File: src/design/acf_pkg.sv
// ----------------------------------------------------------------------------
// acf_pkg: shared types and constants of the altitude complementary filter
// Event codes, gain constants and the serial multiplier command struct.
// ----------------------------------------------------------------------------
package acf_pkg;

    typedef enum logic [1:0] {
        ACT_OBSERVE  = 2'd0,
        ACT_INERTIAL = 2'd1,
        ACT_FIX      = 2'd2,
        ACT_NONE     = 2'd3
    } action_t;

    typedef enum logic [2:0] {
        CFG_OBS_RATE     = 3'd0,
        CFG_FLOW_TIMEOUT = 3'd1,
        CFG_FLOW_MAX     = 3'd2,
        CFG_IMU_DT       = 3'd3,
        CFG_FIX_DT       = 3'd4
    } cfg_index_t;

    localparam int MUL_W  = 40;  // signed multiplicand width
    localparam int MULT_W = 18;  // unsigned multiplier width

    localparam logic [MULT_W-1:0] GAIN_A_BARO = 18'd52429;
    localparam logic [MULT_W-1:0] GAIN_A_FLOW = 18'd104858;
    localparam logic [MULT_W-1:0] GAIN_B      = 18'd32768;
    localparam logic [MULT_W-1:0] GAIN_C      = 18'd13107;

    typedef struct packed {
        logic                     start;
        logic signed [MUL_W-1:0]  a;
        logic        [MULT_W-1:0] b;
    } mul_cmd_t;

    typedef struct packed {
        logic                       done;
        logic signed [MUL_W+MULT_W-1:0] p;
    } mul_rsp_t;

endpackage

File: src/design/acf_mul.sv
// ----------------------------------------------------------------------------
// acf_mul: bit-serial signed by unsigned multiplier
// Shift-and-add, one multiplier bit per cycle.
// ----------------------------------------------------------------------------
module acf_mul (
    input  logic              aclk,
    input  logic              aresetn,
    input  acf_pkg::mul_cmd_t cmd,
    output acf_pkg::mul_rsp_t rsp
);
    import acf_pkg::*;

    localparam int PW = MUL_W + MULT_W;

    logic signed [PW-1:0]   acc_reg, acc_next;
    logic signed [PW-1:0]   mcand_reg, mcand_next;
    logic [MULT_W-1:0]      mplier_reg, mplier_next;
    logic [4:0]             cnt_reg, cnt_next;
    logic                   busy_reg, busy_next;
    logic                   done_reg, done_next;

    always_comb begin
        acc_next    = acc_reg;
        mcand_next  = mcand_reg;
        mplier_next = mplier_reg;
        cnt_next    = cnt_reg;
        busy_next   = busy_reg;
        done_next   = 1'b0;
        if (cmd.start) begin
            acc_next    = '0;
            mcand_next  = PW'(cmd.a);
            mplier_next = cmd.b;
            cnt_next    = 5'(MULT_W);
            busy_next   = 1'b1;
        end else if (busy_reg) begin
            if (mplier_reg[0]) begin
                acc_next = acc_reg + mcand_reg;
            end
            mcand_next  = mcand_reg <<< 1;
            mplier_next = mplier_reg >> 1;
            cnt_next    = cnt_reg - 5'd1;
            if (cnt_reg == 5'd1) begin
                busy_next = 1'b0;
                done_next = 1'b1;
            end
        end
    end

    always_ff @(posedge aclk) begin
        if (!aresetn) begin
            busy_reg <= 1'b0;
            done_reg <= 1'b0;
            cnt_reg  <= '0;
        end else begin
            busy_reg <= busy_next;
            done_reg <= done_next;
            cnt_reg  <= cnt_next;
        end
        acc_reg    <= acc_next;
        mcand_reg  <= mcand_next;
        mplier_reg <= mplier_next;
    end

    assign rsp.done = done_reg;
    assign rsp.p    = acc_reg;

    a_done_idle: assert property (@(posedge aclk) disable iff (!aresetn)
        rsp.done |-> !busy_reg) else $error("done while busy");
    a_cnt_zero: assert property (@(posedge aclk) disable iff (!aresetn)
        !busy_reg && !cmd.start |=> cnt_reg == $past(cnt_reg))
        else $error("counter moved while idle");
    a_done_pulse: assert property (@(posedge aclk) disable iff (!aresetn)
        rsp.done |=> !rsp.done) else $error("done longer than one cycle");

endmodule

File: src/design/altitude_complementary_filter_top.sv
// ----------------------------------------------------------------------------
// altitude_complementary_filter_top: third-order altitude complementary filter
// Fuses barometer and optical-flow height with vertical acceleration.
// ----------------------------------------------------------------------------
// Usage:
//   The s_ channel carries one event per transaction (observation, inertial
//   or correction, chosen by s_action); each event returns exactly one
//   result transaction on the m_ channel with speed, height and the path flag.
//   Write registers via cfg_we/cfg_index/cfg_data while idle; not enforced.
// Processing:
//   Every product goes through one bit-serial multiplier: a start state, the
//   shift steps of the multiplier and a wait state that takes the product.
//   Observation events use one product, inertial events two, correction
//   events seven and no-op events none. One event is processed at a time;
//   s_ready is high while no event is at work and the output register is
//   free or being drained.
// Reset:
//   aresetn (synchronous, active low) clears the filter state, loads the
//   register defaults and arms the reset request taken on the first
//   correction event.
// Stall:
//   A result waits in the output register while m_ready is low; the block
//   holds further events until it is taken.
// ----------------------------------------------------------------------------
module altitude_complementary_filter_top #(
    parameter int FRAC_BITS      = 8,
    parameter int GROUND_SAMPLES = 10
) (
    input  logic               aclk,
    input  logic               aresetn,
    input  logic               s_valid,
    output logic               s_ready,
    input  logic [1:0]         s_action,
    input  logic signed [20:0] s_baro_alt_cm,
    input  logic [15:0]        s_flow_alt_cm,
    input  logic               s_flow_ok,
    input  logic signed [23:0] s_z_accel,
    input  logic               s_armed,
    output logic               m_valid,
    input  logic               m_ready,
    output logic signed [31:0] m_z_speed,
    output logic signed [31:0] m_z_position,
    output logic               m_using_baro,
    input  logic               cfg_we,
    input  logic [2:0]         cfg_index,
    input  logic [15:0]        cfg_data
);
    import acf_pkg::*;

    localparam int PW = MUL_W + MULT_W;
    localparam logic signed [31:0] VLIM = 32'sd500 <<< FRAC_BITS;
    localparam logic signed [31:0] ALIM = 32'sd50 <<< FRAC_BITS;
    localparam logic signed [31:0] S32MAX = 32'sh7fffffff;
    localparam logic signed [31:0] S32MIN = 32'sh80000000;

    typedef enum logic [7:0] {
        ST_IDLE = 8'b0000_0001,
        ST_MUL  = 8'b0000_0010,
        ST_WAIT = 8'b0000_0100,
        ST_OUT  = 8'b0000_1000
    } state_t;

    // configuration
    logic [9:0]  obs_rate_reg;
    logic [15:0] flow_timeout_reg, flow_max_reg, imu_dt_reg, fix_dt_reg;

    // filter state
    logic [3:0]         ground_count_reg;
    logic signed [31:0] ground_cm_reg, baro_h_reg, prev_baro_reg;
    logic [15:0]        prev_flow_reg, flow_held_reg, bad_cnt_reg;
    logic               baro_latched_reg, flow_gains_reg, reset_pend_reg;
    logic signed [31:0] vref_reg, href_reg, evel_reg, eh_reg, ca_reg;
    // height correction can exceed 32 bits when the references are far apart
    logic signed [MUL_W-1:0] fh_reg;
    logic signed [31:0] fv_reg, t_reg;

    state_t      state_reg;
    logic [3:0]  step_reg;
    logic [1:0]  act_reg;
    logic        armed_reg;
    logic signed [23:0] accel_reg;
    logic signed [31:0] dvf_reg;

    mul_cmd_t cmd;
    mul_rsp_t rsp;

    acf_mul u_mul (.aclk(aclk), .aresetn(aresetn), .cmd(cmd), .rsp(rsp));

    function automatic logic signed [31:0] sat(input logic signed [PW-1:0] x);
        if (x > PW'(S32MAX)) return S32MAX;
        if (x < PW'(S32MIN)) return S32MIN;
        return x[31:0];
    endfunction

    function automatic logic signed [31:0] clampl(input logic signed [PW-1:0] x,
                                                  input logic signed [31:0] l);
        if (x > PW'(l)) return l;
        if (x < -PW'(l)) return -l;
        return x[31:0];
    endfunction

    // round half up and floor shift of a Q.16 product
    logic signed [PW-1:0] rnd;
    assign rnd = (rsp.p + PW'(32768)) >>> 16;

    // multiplier operand per step
    always_comb begin
        cmd.start = (state_reg == ST_MUL);
        cmd.a = '0;
        cmd.b = '0;
        if (act_reg == ACT_OBSERVE) begin
            cmd.a = MUL_W'(dvf_reg);
            cmd.b = MULT_W'(obs_rate_reg);
        end else if (act_reg == ACT_INERTIAL) begin
            cmd.b = MULT_W'(imu_dt_reg);
            if (step_reg == 4'd0) cmd.a = MUL_W'(accel_reg);
            else                  cmd.a = MUL_W'(evel_reg);
        end else begin
            unique case (step_reg)
                4'd0: begin cmd.a = MUL_W'(vref_reg); cmd.b = MULT_W'(fix_dt_reg); end
                4'd1: begin
                    cmd.a = MUL_W'(href_reg) - MUL_W'(eh_reg);
                    cmd.b = flow_gains_reg ? GAIN_A_FLOW : GAIN_A_BARO;
                end
                4'd2: begin
                    cmd.a = MUL_W'(vref_reg) - MUL_W'(evel_reg);
                    cmd.b = GAIN_B;
                end
                4'd3: begin cmd.a = MUL_W'(fv_reg); cmd.b = GAIN_C; end
                4'd4: begin cmd.a = MUL_W'(t_reg); cmd.b = MULT_W'(fix_dt_reg); end
                4'd5: begin cmd.a = fh_reg; cmd.b = MULT_W'(fix_dt_reg); end
                default: begin
                    cmd.a = MUL_W'(ca_reg) + MUL_W'(fv_reg);
                    cmd.b = MULT_W'(fix_dt_reg);
                end
            endcase
        end
    end

    assign s_ready = (state_reg == ST_IDLE) && (!m_valid || m_ready);

    logic [3:0] last_step;
    always_comb begin
        unique case (act_reg)
            ACT_INERTIAL: last_step = 4'd1;
            ACT_FIX:      last_step = 4'd6;
            default:      last_step = 4'd0;
        endcase
    end

    // observation front end, combinational on the accepted item
    logic signed [31:0] bh_new;
    logic [15:0]        fh_new;
    logic [16:0]        bad_new;
    logic               latch_new;
    logic signed [PW-1:0] dvb;
    always_comb begin
        bh_new = baro_h_reg;
        if (ground_count_reg == 4'd0) begin
            bh_new = sat(PW'(s_baro_alt_cm) - PW'(ground_cm_reg));
        end
        latch_new = baro_latched_reg;
        if (s_flow_alt_cm < flow_max_reg) begin
            fh_new  = s_flow_alt_cm;
            bad_new = '0;
        end else begin
            fh_new  = flow_held_reg;
            bad_new = (bad_cnt_reg == 16'hffff) ? 17'hffff : 17'(bad_cnt_reg) + 17'd1;
            if (bad_new > 17'(flow_timeout_reg)) latch_new = 1'b1;
        end
        dvb = PW'(bh_new) - PW'(prev_baro_reg);
    end

    logic signed [PW-1:0] vmul;   // diff * rate * 2^FRAC
    assign vmul = rsp.p <<< FRAC_BITS;

    always_ff @(posedge aclk) begin
        if (!aresetn) begin
            obs_rate_reg     <= 10'd50;
            flow_timeout_reg <= 16'd150;
            flow_max_reg     <= 16'd200;
            imu_dt_reg       <= 16'd66;
            fix_dt_reg       <= 16'd131;
            ground_count_reg <= 4'(GROUND_SAMPLES);
            ground_cm_reg    <= '0;
            baro_h_reg       <= '0;
            prev_baro_reg    <= '0;
            prev_flow_reg    <= '0;
            flow_held_reg    <= '0;
            bad_cnt_reg      <= '0;
            baro_latched_reg <= 1'b0;
            flow_gains_reg   <= 1'b0;
            reset_pend_reg   <= 1'b1;
            vref_reg         <= '0;
            href_reg         <= '0;
            evel_reg         <= '0;
            eh_reg           <= '0;
            ca_reg           <= '0;
            state_reg        <= ST_IDLE;
            step_reg         <= '0;
            m_valid          <= 1'b0;
        end else begin
            if (cfg_we) begin
                unique case (cfg_index)
                    CFG_OBS_RATE:     obs_rate_reg     <= cfg_data[9:0];
                    CFG_FLOW_TIMEOUT: flow_timeout_reg <= cfg_data;
                    CFG_FLOW_MAX:     flow_max_reg     <= cfg_data;
                    CFG_IMU_DT:       imu_dt_reg       <= cfg_data;
                    CFG_FIX_DT:       fix_dt_reg       <= cfg_data;
                    default: ;
                endcase
            end
            if (m_valid && m_ready) m_valid <= 1'b0;
            unique case (state_reg)
                ST_IDLE: begin
                    if (s_valid && s_ready) begin
                        act_reg   <= s_action;
                        armed_reg <= s_armed;
                        accel_reg <= s_z_accel;
                        step_reg  <= '0;
                        if (s_action == ACT_OBSERVE) begin
                            if (ground_count_reg != 4'd0) begin
                                ground_count_reg <= ground_count_reg - 4'd1;
                                ground_cm_reg    <= 32'(s_baro_alt_cm);
                            end
                            baro_h_reg       <= bh_new;
                            flow_held_reg    <= fh_new;
                            bad_cnt_reg      <= bad_new[15:0];
                            baro_latched_reg <= latch_new;
                            prev_baro_reg    <= bh_new;
                            prev_flow_reg    <= fh_new;
                            flow_gains_reg   <= s_flow_ok && !latch_new;
                            // pick the difference to scale
                            if (s_flow_ok && !latch_new) begin
                                dvf_reg <= 32'(fh_new) - 32'(prev_flow_reg);
                            end else begin
                                dvf_reg <= sat(dvb);
                            end
                            state_reg <= ST_MUL;
                        end else if (s_action == ACT_NONE) begin
                            state_reg <= ST_OUT;
                        end else begin
                            if (s_action == ACT_FIX) begin
                                vref_reg <= clampl(PW'(vref_reg), VLIM);
                            end
                            state_reg <= ST_MUL;
                        end
                    end
                end
                ST_MUL: state_reg <= ST_WAIT;
                ST_WAIT: begin
                    if (rsp.done) begin
                        if (act_reg == ACT_OBSERVE) begin
                            vref_reg <= sat(vmul);
                        end else if (act_reg == ACT_INERTIAL) begin
                            // velocity first, then height from the new velocity
                            if (step_reg == 4'd0) evel_reg <= sat(PW'(evel_reg) + rnd);
                            else                  eh_reg   <= sat(PW'(eh_reg) + rnd);
                        end else begin
                            unique case (step_reg)
                                4'd0: href_reg <= sat(PW'(href_reg) + rnd);
                                4'd1: fh_reg   <= rnd[MUL_W-1:0];
                                4'd2: fv_reg   <= rnd[31:0];
                                4'd3: t_reg    <= rnd[31:0];
                                4'd4: ca_reg   <= clampl(PW'(ca_reg) + rnd, ALIM);
                                4'd5: eh_reg   <= sat(PW'(eh_reg) + rnd);
                                default: evel_reg <= sat(PW'(evel_reg) + rnd);
                            endcase
                        end
                        if (step_reg == last_step) begin
                            state_reg <= ST_OUT;
                        end else begin
                            step_reg  <= step_reg + 4'd1;
                            state_reg <= ST_MUL;
                        end
                    end
                end
                ST_OUT: begin
                    m_valid      <= 1'b1;
                    m_z_speed    <= evel_reg;
                    m_z_position <= eh_reg;
                    m_using_baro <= !flow_gains_reg;
                    if (act_reg == ACT_FIX && (reset_pend_reg || !armed_reg)) begin
                        href_reg       <= '0;
                        vref_reg       <= '0;
                        eh_reg         <= '0;
                        reset_pend_reg <= 1'b0;
                    end
                    state_reg <= ST_IDLE;
                end
                default: state_reg <= ST_IDLE;
            endcase
        end
    end

    a_one_hot: assert property (@(posedge aclk) disable iff (!aresetn)
        $onehot(state_reg)) else $error("state not one-hot");
    a_no_accept_busy: assert property (@(posedge aclk) disable iff (!aresetn)
        s_ready |-> state_reg == ST_IDLE && (!m_valid || m_ready))
        else $error("ready while busy");
    a_out_follows: assert property (@(posedge aclk) disable iff (!aresetn)
        state_reg == ST_OUT |=> m_valid) else $error("result lost");
    a_corr_clamp: assert property (@(posedge aclk) disable iff (!aresetn)
        ca_reg <= ALIM && ca_reg >= -ALIM) else $error("correction out of range");

endmodule
File: config.mk
export PLATFORM = sky130hd
export DESIGN_NAME = altitude_complementary_filter_top
export DESIGN_NICKNAME = d
export VERILOG_FILES = /design/src/design/acf_pkg.sv /design/src/design/acf_mul.sv /design/src/design/altitude_complementary_filter_top.sv
export SDC_FILE = /design/constraint.sdc
export NUM_CORES = 2
export LEC_CHECK = 0
export BUFFER_PORTS_ARGS = -buffer_cell sky130_fd_sc_hd__buf_2
export CAP_MARGIN = 20
export CORE_UTILIZATION = 60
export CTS_CLUSTER_DIAMETER = 100
export DETAILED_ROUTE_END_ITERATION = 8
export PLACE_DENSITY = 0.77
export SETUP_SLACK_MARGIN = 0.2
export SYNTH_ARGS = -nofsm -noshare
export SYNTH_HDL_FRONTEND = slang
export SYNTH_SLANG_ARGS = --single-unit
File: constraint.sdc
create_clock -name aclk -period 15.47 [get_ports aclk]
set_input_delay 1.547 -clock aclk [delete_from_list [all_inputs] [get_ports aclk]]
set_output_delay 1.547 -clock aclk [all_outputs]
set_load 0.005 [all_outputs]
### After elaboration in Yosys (flattened, before gate mapping)

Index checks and enable logic that the tools add are counted.

| word-level totals | value |
|---|---|
| register bits | 708 |
| output and inout bits | 67 |
| word-level logic and storage cells | 382 |
| bits of input ports | 89 |

| cells by class | value |
|---|---|
| bitwise logic cells | 4 |
| add/sub/neg operators | 16 |
| muxes and demuxes | 223 |
| magnitude comparators | 18 |
| equal/unequal tests | 36 |
| reductions and logical operators | 47 |

Operators by type and width:

| cell | number |
|---|---|
| 32-bit 2-to-1 mux | 57 |
| 58-bit one-hot mux with 6 select lines | 1 |
| 58-bit 2-to-1 mux | 4 |
| 32-bit by 42-bit adder with 43-bit output | 4 |
| 1-bit 2-to-1 mux | 138 |
| 43-bit by 32-bit greater-than comparator with 1-bit output, second input constant | 3 |
| 43-bit by 32-bit < comparator with 1-bit output, second input constant | 3 |
| 32-bit one-hot mux with 2 select lines | 2 |
| 32-bit by 32-bit subtractor with 33-bit output | 3 |
| 32-bit one-hot mux with 3 select lines | 1 |
| 58-bit by 17-bit adder with 58-bit output, second input constant | 1 |
| 58-bit adder | 1 |
| 58-bit by 32-bit greater-than comparator with 1-bit output, second input constant | 1 |
| 58-bit by 32-bit < comparator with 1-bit output, second input constant | 1 |
| 43-bit by 15-bit greater-than comparator with 1-bit output, second input constant | 1 |
| 43-bit by 15-bit < comparator with 1-bit output, second input constant | 1 |
| 40-bit 2-to-1 mux | 1 |
| 18-bit 2-to-1 mux | 2 |
| 17-bit 2-to-1 mux | 2 |
| 32-bit by 32-bit adder with 33-bit output | 1 |
| 33-bit by 32-bit greater-than comparator with 1-bit output, second input constant | 1 |
| 33-bit by 32-bit < comparator with 1-bit output, second input constant | 1 |
| 22-bit by 32-bit greater-than comparator with 1-bit output, second input constant | 1 |
| 32-bit by 18-bit greater-than comparator with 1-bit output, second input constant | 1 |
| 56 further kinds | 112 |

### Depth between registers and ports, before layout

| logic depth | value |
|---|---|
| depth in word-level cells | 26 |
| depth in mapped cells | 30 |
| gate-level depth less buffers | 28 |

### By module

Synthesis repeated with hierarchy kept, for this count alone.

| unflattened totals | value |
|---|---|
| cells, all modules | 6077 |
| area, all modules | 50972.6 µm² |

By module, submodules not included:

| module | seq. area each (µm²) | times used | area an instance (µm²) | cells an instance |
|---|---|---|---|---|
| altitude_complementary_filter_top | 13412.9 | 1 | 42373.1 | 5168 |
| acf_mul | 3583.4 | 1 | 8599.5 | 909 |

### Least setup slack after synthesis

No wires, ideal clock.

| path | value |
|---|---|
| path kind | input to register |
| from | in s_baro_alt_cm[1] |
| to | reg dvf_reg[9] (data pin) |
| setup slack | 8.191 ns |
| buffers on the path | 2 |
| setup time | 0.275 ns |
| data arrival time | 7.004 ns |
| cell stages on the path | 26 |
| cell sequence | ha_1 nor2b_1 o21ai_0 a21oi_1 o21a_1 o21ai_0 a21oi_1 o31ai_1 a21oi_1 o41ai_1 o21ai_0 o211ai_1 clkbuf_1 a21boi_0 ha_1 a21oi_1 o21ai_0 a31oi_1 nor3_1 a311oi_1 a2111oi_0 o31ai_1 nand2_1 nand2_1 clkbuf_1 o221ai_1 |

| between the ends | value |
|---|---|
| word-level cells in the longest chain between the ends | 20 |
| elaborated cells on any way between the ends | 32 |

RTL lines:

| what | RTL line | RTL |
|---|---|---|
| start, declared | altitude_complementary_filter_top.sv:34 | `input logic signed [20:0] s_baro_alt_cm,` |
| 21-bit by 21-bit subtractor with 22-bit output * | altitude_complementary_filter_top.sv:160 | `bh_new = sat(PW'(s_baro_alt_cm) - PW'(ground_cm_reg));` |
| 22-bit by 32-bit < comparator with 1-bit output | altitude_complementary_filter_top.sv:91 | `if (x < PW'(S32MIN)) return S32MIN;` |
| 1-bit 2-to-1 mux (2 in series) | altitude_complementary_filter_top.sv:91 |  |
| 1-bit 2-to-1 mux | altitude_complementary_filter_top.sv:159 | `if (ground_count_reg == 4'd0) begin` |
| 32-bit 2-to-1 mux | altitude_complementary_filter_top.sv:92 | `return x[31:0];` |
| 32-bit 2-to-1 mux * | altitude_complementary_filter_top.sv:91 |  |
| 32-bit 2-to-1 mux * | altitude_complementary_filter_top.sv:159 |  |
| named net bh_new[21] | altitude_complementary_filter_top.sv:152 | `logic signed [31:0] bh_new;` |
| [... 4 more ...] | n/a |  |
| 1-bit 2-to-1 mux | altitude_complementary_filter_top.sv:234 | `if (s_flow_ok && !latch_new) begin` |
| 1-bit 2-to-1 mux | altitude_complementary_filter_top.sv:221 | `if (s_action == ACT_OBSERVE) begin` |
| 1-bit 2-to-1 mux | altitude_complementary_filter_top.sv:216 | `if (s_valid && s_ready) begin` |
| 1-bit 2-to-1 mux | altitude_complementary_filter_top.sv:214 | `unique case (state_reg)` |
| 1-bit 2-to-1 mux | altitude_complementary_filter_top.sv:178 | `if (!aresetn) begin` |
| 32-bit 2-to-1 mux | altitude_complementary_filter_top.sv:92 |  |
| 32-bit 2-to-1 mux * | altitude_complementary_filter_top.sv:91 |  |
| 32-bit 2-to-1 mux * | altitude_complementary_filter_top.sv:234 |  |
| end signal, assigned | altitude_complementary_filter_top.sv:235 | `dvf_reg <= 32'(fh_new) - 32'(prev_flow_reg);` |
| end signal, assigned | altitude_complementary_filter_top.sv:237 | `dvf_reg <= sat(dvb);` |
| end, declared | altitude_complementary_filter_top.sv:82 | `logic signed [31:0] dvf_reg;` |

The timed path passes the listed nets; every way through them passes the cells marked *. The select of a mux whose other input is x is not followed.
A chain may end at the register's enable or synchronous reset.

### Worst setup path after layout

| path | value |
|---|---|
| from | in s_baro_alt_cm[1] |
| to | reg dvf_reg[3] (data pin) |

Same word-level chain as after synthesis.

==> results.ini <==
[global_routing]
grt_pass1_vias = 41990
grt_usage_pct = 38.82
grt_max_degree = 79
antenna_found_initial = 14
grt.overflow.total = 0
grt_pass1_wl_um = 250700

[floorplan]
ios = 156
dieWidth_um = 289.4
die_h_um = 289.4
die_area_mm2 = 0.08372
start_util_pct = 60.53
fp-row-count = 105
coreArea_mm2 = 0.08185

[cts]
cts_resized = 0
cts.sinks = 696
clk_path_buf_depth = 3
clock_latency_ns = 0.65
post-cts-setup-buffers = 0
htree_levels = 3
cts_buffers = 78
cts_tree = yes
clk_pin_slew_ns = 0.06
cts-root-buf = clkbuf_16
hold_buffers = 0

[detailed_routing]
drtAntennaViolNets = 0
wl_per_cell_um = 23.49
drt_pre_antenna_iters = 7
via_per_inst = 6.629
vias = 47180
drt_iter0_markers = 5966
wl_um = 167200
drc_errors = 0

[sta]
max_slew_margin_pct = 15.58
timing.final.crit_period_ns = 8.127
fmax_ghz = 0.1230
drv_slew = 0
layout_worst_path_cycle_share_pct = 52.53
rsz0062_at_grt = false
setup_tns_ns = 0
fin_skew_ns = 0.01875
setup_viol = 0
tightest_slew_ns = 1.260
hold_violations = 0

[finish]
postLayoutCoreUtil_pct = 66.35
nets = 6498
areaGrowthSynthToFinish_pct = 9.612
final_layout_size_suffix_gt1_share_pct = 8.270
nFillCells = 6829

[power_and_ir_drop]
p_int_mw = 3.708
vdd_drop_max_mv = 0.09490
power_frac_clock_pct = 33.4
p_seq_share_pct = 37.2
combPwrFrac_pct = 29.4
leakagePower_nw = 22.82
swShare_pct = 35.29
p_sw_mw = 2.022
p_per_area_mw_per_mm2 = 105.5

[synthesis]
ys_top_cells_by_area = edfxtp_1 (18%), dfxtp_1 (16%), ha_1 (11%), a21oi_1 (6.2%), nand2_1 (5.5%)
netlist_area_mm2 = 0.04954
syn-instance-count = 5894
yosys.area.top_type = edfxtp_1
synth-edff-count = 303
yosysUniqueCellTypes = 87
ys.flop_type = dfxtp_1
yosysWarnings = 0
ys_ff_latch = 696
yosysSeqAreaShare_pct = 34.25
syn_nets = 6424
synth_top_area_share_pct = 18.37
syn_area_per_cell_um2 = 8.406
synth_async_sr_flop_share_pct = 0

[min_path]
hold_class = flop to flop

[critical_path]
slowest_delay_ns = 0.77
worstPathCellList = buf_2 -> ha_1 -> nor2b_1 -> o21ai_0 -> a21oi_1 -> o21a_1 -> o21ai_0 -> a21oi_1 -> o31ai_1 -> a21oi_1 -> o41ai_1 -> o21ai_0 -> o211ai_1 -> a21boi_0 -> ha_1 -> nand2_1 -> nor4_1 -> a311oi_1 -> a2111oi_0 -> o31ai_1 -> buf_4 -> nand2_1 -> nand2_1 -> o311ai_0
critPathTopFamily = compound AO/OA/AOI/OAI gates
path_buf_inv = 2
cp-start-kind = input pin
worst-path-max-fanout = 18
cp_data_arrival_time_ns = 8.56
path_class = input pin to flop
cp.required_ns = 15.90
critPathSlowestCell = a2111oi_0
cp-end-kind = flop

[place]
place_congestion = 1.087
dp_hpwl_um = 124200
io_buffers = 155

[flow_run]
drv_cap = 0

[status]
status = finished, final reports clean

## kinds of logic after synthesis
| family | Yosys count | share of synthesized area (%) |
|---|---|---|
| AO/OA/AOI/OAI | 1986 | 26.13 |
| AND/OR/NAND/NOR | 1837 | 17.20 |
| flip-flops | 696 | 34.25 |
| buffers and inverters | 545 | 4.162 |
| adder cells (fa/ha/maj) | 443 | 11.34 |
| XOR/XNOR | 367 | 6.488 |
| multiplexers | 20 | 0.4344 |
## worst min-delay path, delay by kind of cell (launching register included)
family,cells,cell delay (ns)
flip-flops,1,0.31
AND/OR/NAND/NOR,2,0.10
## per-stage QoR
step	instance area, µm²	hold slack (ns)	power [mW]	cells	setup slack, ns
2_1_floorplan	49540	0.4142	3.232	5894	8.191
3_3_place_gp	51640	0.4280	3.749	6955	7.087
3_5_place_dp	51640	0.4379	3.777	6955	6.914
4_1_cts	54230	0.4484	5.664	7101	7.504
5_1_grt	54270	0.4628	5.926	7104	6.525
6_report	54300	0.4471	5.730	7117	7.343
## per-layer routing
metal | share of wire (%) | global-route usage (%) | vias to the layer above | routed length, µm
met2 | 41 | 55.24 | 2487 | 67800
li1 | - | - | 21900 | -
met3 | 12 | 9.094 | 505 | 20260
met1 | 42 | 55.45 | 22280 | 70260
met4 | 5.2 | 17.63 | 16 | 8753
met5 | 0.050 | 0 | - | 84
## cell type report
class	instances	area, µm²	area share (%)
Clock inverter	45	464.2	0.8548
Tap cell	1070	1339	2.465
Antenna cell	13	32.53	0.05991
Inverter	290	1094	2.014
Sequential cell	696	16970	31.24
Multi-Input combinational cell	4653	30780	56.68
Timing Repair Buffer	249	1499	2.760
Clock buffer	101	2131	3.924
## final timing paths
path / from / to / slack, ns / depth (start not counted)
worst min register to register: reset_pend_reg / reset_pend_reg / 0.45 / 2
worst max register to register: ground_cm_reg[1] / dvf_reg[3] / 7.95 / 24
worst max-delay path: s_baro_alt_cm[1] / dvf_reg[3] / 7.34 / 24
worst min-delay path: reset_pend_reg / reset_pend_reg / 0.45 / 2
## layout by cell type (no fill, tap or decap), drive strengths merged, types with 222 or more instances in the layout
master	synthesis	final
dfxtp	393	393
a21oi	609	609
buf	19	247
ha	430	430
nor2	405	405
xnor2	222	222
edfxtp	303	303
inv	289	292
nand2	731	731
o21ai	386	386
## power groups by stage
stage | combinational [mW] | clock [mW] | sequential (mW)
6_report | 1.69 | 1.91 | 2.13
3_5_place_dp | 1.61 | 0 | 2.16
5_1_grt | 1.81 | 1.98 | 2.14
4_1_cts | 1.62 | 1.92 | 2.12
3_3_place_gp | 1.59 | 0 | 2.16
2_1_floorplan | 1.12 | 0 | 2.12
## Yosys cell counts, types with 95 or more instances
| cell | count |
|---|---|
| nor2_1 | 405 |
| ha_1 | 430 |
| nand2_1 | 731 |
| nor3_1 | 95 |
| clkbuf_1 | 236 |
| a21oi_1 | 609 |
| a21o_1 | 196 |
| o21ai_0 | 378 |
| nand3_1 | 162 |
| inv_1 | 289 |
| edfxtp_1 | 303 |
| xor2_1 | 145 |
| dfxtp_1 | 393 |
| xnor2_1 | 222 |
Power figures use the tool's default switching activity.
